===== src/rtl/core/ggdfs_pkg.sv =====
// Package for the grid graph depth-first path finder.
// Holds grid constants, command codes and the item structs; no dependencies.
package ggdfs_pkg;
	localparam int ROWS = 16;
	localparam int COLS = 16;
	localparam int STACK_DEPTH = 1024;
	localparam int NODES = ROWS * COLS;
	localparam int PATH_DEPTH = 256;
	localparam int SPW = $clog2(STACK_DEPTH + 1);
	localparam int SAW = $clog2(STACK_DEPTH);

	localparam logic [1:0] CMD_LOAD = 2'd0;
	localparam logic [1:0] CMD_SEARCH = 2'd1;
	localparam logic [1:0] CMD_READ = 2'd2;

	typedef struct packed {
		logic [1:0] command;
		logic [7:0] node;
		logic link_down;
		logic link_right;
		logic [7:0] start_node;
		logic [7:0] target_node;
		logic [7:0] path_pos;
	} in_item_t;

	typedef struct packed {
		logic reached;
		logic [8:0] path_count;
		logic [7:0] path_node;
		logic stack_overflow;
	} out_item_t;
endpackage


===== src/rtl/core/ggdfs_front.sv =====
// Front end: input item register and a two-entry command queue.
// Depends on ggdfs_pkg.
module ggdfs_front (
	input logic clk,
	input logic arst_n,
	input logic push,
	output logic full,
	input ggdfs_pkg::in_item_t in_item,
	output logic cmd_valid,
	output ggdfs_pkg::in_item_t cmd_item,
	input logic cmd_take
);
	import ggdfs_pkg::*;

	in_item_t buf_q [2];
	logic rd_q, wr_q;
	logic [1:0] cnt_q;

	assign full = cnt_q == 2'd2;
	assign cmd_valid = cnt_q != 2'd0;
	assign cmd_item = buf_q[rd_q];

	always_ff @(posedge clk) begin
		if (push && !full) buf_q[wr_q] <= in_item;
	end

	always_ff @(posedge clk or negedge arst_n) begin
		if (!arst_n) begin
			rd_q <= 1'b0;
			wr_q <= 1'b0;
			cnt_q <= 2'd0;
		end else begin
			if (push && !full) wr_q <= ~wr_q;
			if (cmd_take && cmd_valid) rd_q <= ~rd_q;
			cnt_q <= cnt_q + 2'(push && !full) - 2'(cmd_take && cmd_valid);
		end
	end
endmodule


===== config.mk =====
export PLATFORM = sky130hd
export DESIGN_NAME = ggdfs_front
export DESIGN_NICKNAME = d
export VERILOG_FILES = /design/src/rtl/core/ggdfs_pkg.sv /design/src/rtl/core/ggdfs_front.sv
export SDC_FILE = /design/constraint.sdc
export NUM_CORES = 1
export LEC_CHECK = 0
export CORE_MARGIN = 5
export CORE_UTILIZATION = 44
export DETAILED_ROUTE_END_ITERATION = 6
export DONT_BUFFER_PORTS = 1
export SLEW_MARGIN = 20
export SYNTH_ARGS = -nofsm -noshare
export SYNTH_HDL_FRONTEND = slang
export SYNTH_SLANG_ARGS = --single-unit

===== constraint.sdc =====
create_clock -name clk -period 3.35 [get_ports clk]
set_clock_uncertainty 0.2 [all_clocks]
set_input_delay 0.5025 -clock clk [delete_from_list [all_inputs] [get_ports clk]]
set_output_delay 0.5025 -clock clk [all_outputs]
set_load 0.01 [all_outputs]

==> flow_summary.toml <==
[run_status]
outcome = "finished clean"

[die]
initial_core_util = 0.455
die_w_um = 91.5
io_pins = 78
row_count = 29
core_mm2 = 0.00642
fp.dieH_um = 91.5
dieArea_mm2 = 0.00838

[timing]
fin_crit_ns = 2.52
tightest_slew_ns = 0.838
fmax_ghz = 0.397
whs_ns = 0.0571
setup_violations = 0
hold_viol = 0
tns_ns = 0
post-route-period-util = 0.753
drv_slew = 0
maxSlewHeadroom = 0.441
rsz0062_at_grt = "false"

[worst_setup_path]
path_max_fanout = 21
path_buf_inv = 1
worst_r2r_path_depth = 4
worst_setup_path_start_kind = "flip-flop"
critical_path_arrival_ns = 1.82
end_kind = "primary output"
reg2reg_slack_ns = 1.35
r2r-end = "buf_q[0][21]"
worst-endpoint-required_ns = 2.65
crit_chain = "buf_4 > mux2_4"
reg2reg_from = "cnt_q[1]"
crit_family = "flip-flops"
max_stage_delay_ns = 0.80
slowest_stage = "dfrtp_2"
crit_type = "reg2out"

[cts]
postCtsSetupBuffers = 0
htreeDepth = 3
clk_latency_ns = 0.33
cts-root-buf = "clkbuf_8"
cts_resized = 0
cts_buffers = 9
clock_path_buffers = 2
cts_tree = "done"
numClockSinks = 76
clk_pin_slew_ns = 0.07
cts_hold_buf = 1

[power_and_ir_drop]
p_per_area_mw_per_mm2 = 909
swShare = 0.283
intPower_mw = 2.10
pwr-share-clk = 0.241
ir_worst_vdd_uv = 559
power_frac_seq = 0.491
p_leak_nw = 1.16
netSwitchingPower_uw = 829
power_frac_comb = 0.267

[detailed_routing]
vias_per_cell = 5.09
first_pass_iters = 4
finalWirelength_mm = 4.57
via_count = 1131
drc = 0
wl_per_cell_um = 20.6
drtAntennaViolNets = 0
drtIter0Drc = 35

[min_path]
hold_path_end = "buf_q[0][26]"
hp-class = "in2reg"
hold_depth = 0
min_from = "in_item[26]"

[logic_synthesis]
ys_types = 15
ys_ff_latch = 76
yosysTopAreaCell = "edfxtp_1"
syn_area_per_cell_um2 = 22.5
synth_top_area_share = 0.739
synth_top_cells_by_area = "edfxtp_1 (74%), mux2_4 (15%), dfrtp_1 (3.4%)"
postSynthNetCount = 172
synth_area_mm2 = 0.00292
yosys_warnings = 0
seq_area_frac_synth = 0.774
syn_inst = 130

[layout]
drive_gt1_frac = 0.386
fillers = 531
nets = 183
syn2layout_area_growth_pct = 10.2
instances_no_fill = 222
final_area_mm2 = 0.00322
antenna_cells = 0

[grt]
grt_use_total = 0.114
grt_pass1_wl_mm = 6.80
grt_pass1_vias = 1263
antenna_found_initial = 0
overflow = 0
grt_max_degree = 37

[placed_design]
placed_cells = 206
numPortBuffers = 0
place_area_mm2 = 0.00301
hpwl_mm = 3.26
gp_congestion = 0.637

[run]
max-cap-violations = 0
cell usage in the layout (no fill, tap or decap):
cell type / n
buf_4: 3
clkinvlp_4: 1
and2_4: 1
dfrtp_2: 1
clkinv_2: 1
bufinv_16: 2
nand2b_1: 1
mux2_2: 7
edfxtp_1: 72
or2_1: 1
clkbuf_8: 9
and3_2: 1
inv_1: 2
ha_1: 2
dlygate4sd3_1: 1
xnor2_1: 3
mux2_4: 29
nand2_1: 1
clkinv_1: 2
xor2_1: 1
dfrtp_1: 3
nor2_4: 1
area by class of cell:
| class | count | area (um2) | share of cell area |
|---|---|---|---|
| Clock buffer | 9 | 124 | 0.0384 |
| Clock inverter | 6 | 80.1 | 0.0249 |
| Inverter | 2 | 7.51 | 0.00233 |
| Multi-Input combinational cell | 48 | 618 | 0.192 |
| Sequential cell | 76 | 2260 | 0.703 |
| Tap cell | 77 | 96.3 | 0.0299 |
| Timing Repair Buffer | 4 | 32.5 | 0.0101 |
synthesized netlist by cell type:
| master | n |
|---|---|
| xnor2_1 | 3 |
| mux2_2 | 7 |
| buf_6 | 4 |
| dfrtp_1 | 4 |
| mux2_4 | 29 |
| and3_1 | 1 |
| nand2b_1 | 1 |
| or2_1 | 1 |
| ha_1 | 2 |
| edfxtp_1 | 72 |
| inv_1 | 2 |
| xor2_1 | 1 |
| nor2_1 | 1 |
| nand2_1 | 1 |
| and2_4 | 1 |
metrics by stage:
stage | power [mW] | utilization | setup slack [ns]
after detailed placement | 2.27 | 0.468 | 1.17
after global routing | 3.08 | 0.502 | 0.743
final | 2.93 | 0.502 | 0.828
after CTS | 2.98 | 0.502 | 0.792
after global placement | 2.22 | 0.468 | 1.20
after floorplan | 2.13 | - | 0.604
layer usage:
layer  part of all wire  GRT usage  up-vias
li1                   -          -      520
met1               0.34      0.108      551
met2               0.52      0.182       52
met3               0.12     0.0802        8
met4              0.019     0.0641        0
met5                  0          0        -
flip-flops by register name (all words and copies together) (netlist names):
name   flops
buf_q     72
cnt_q      2
rd_q       1
wr_q       1
cell families (layout without fill, tap and decap cells):
group,after synthesis,after routing,share of synthesized area
XOR/XNOR,4,4,0.0120
adder cells (fa/ha/maj),2,2,0.00856
buffers and inverters,6,21,0.0180
flip-flops,76,76,0.774
multiplexers,36,36,0.176
AND/OR/NAND/NOR,6,6,0.0120
how the worst max path moves through the flow:
stage | start | end | slack [ns] | cells past startpoint
after floorplan | push | buf_q[0][0] | 0.60 | 2
after global placement | rd_q | cmd_item[17] | 1.20 | 2
after detailed placement | rd_q | cmd_item[8] | 1.17 | 2
after CTS | rd_q | cmd_item[8] | 0.79 | 2
after global routing | rd_q | cmd_item[14] | 0.74 | 2
final | rd_q | cmd_item[20] | 0.83 | 2
power by group through the flow:
stage	combinational, mW	clock [mW]	sequential (mW)
2_1_floorplan	0.761	0	1.37
3_3_place_gp	0.783	0	1.44
3_5_place_dp	0.802	0	1.47
4_1_cts	0.805	0.725	1.45
5_1_grt	0.844	0.768	1.46
6_report	0.782	0.707	1.44
No activity file was read; power rests on OpenSTA's default activity.
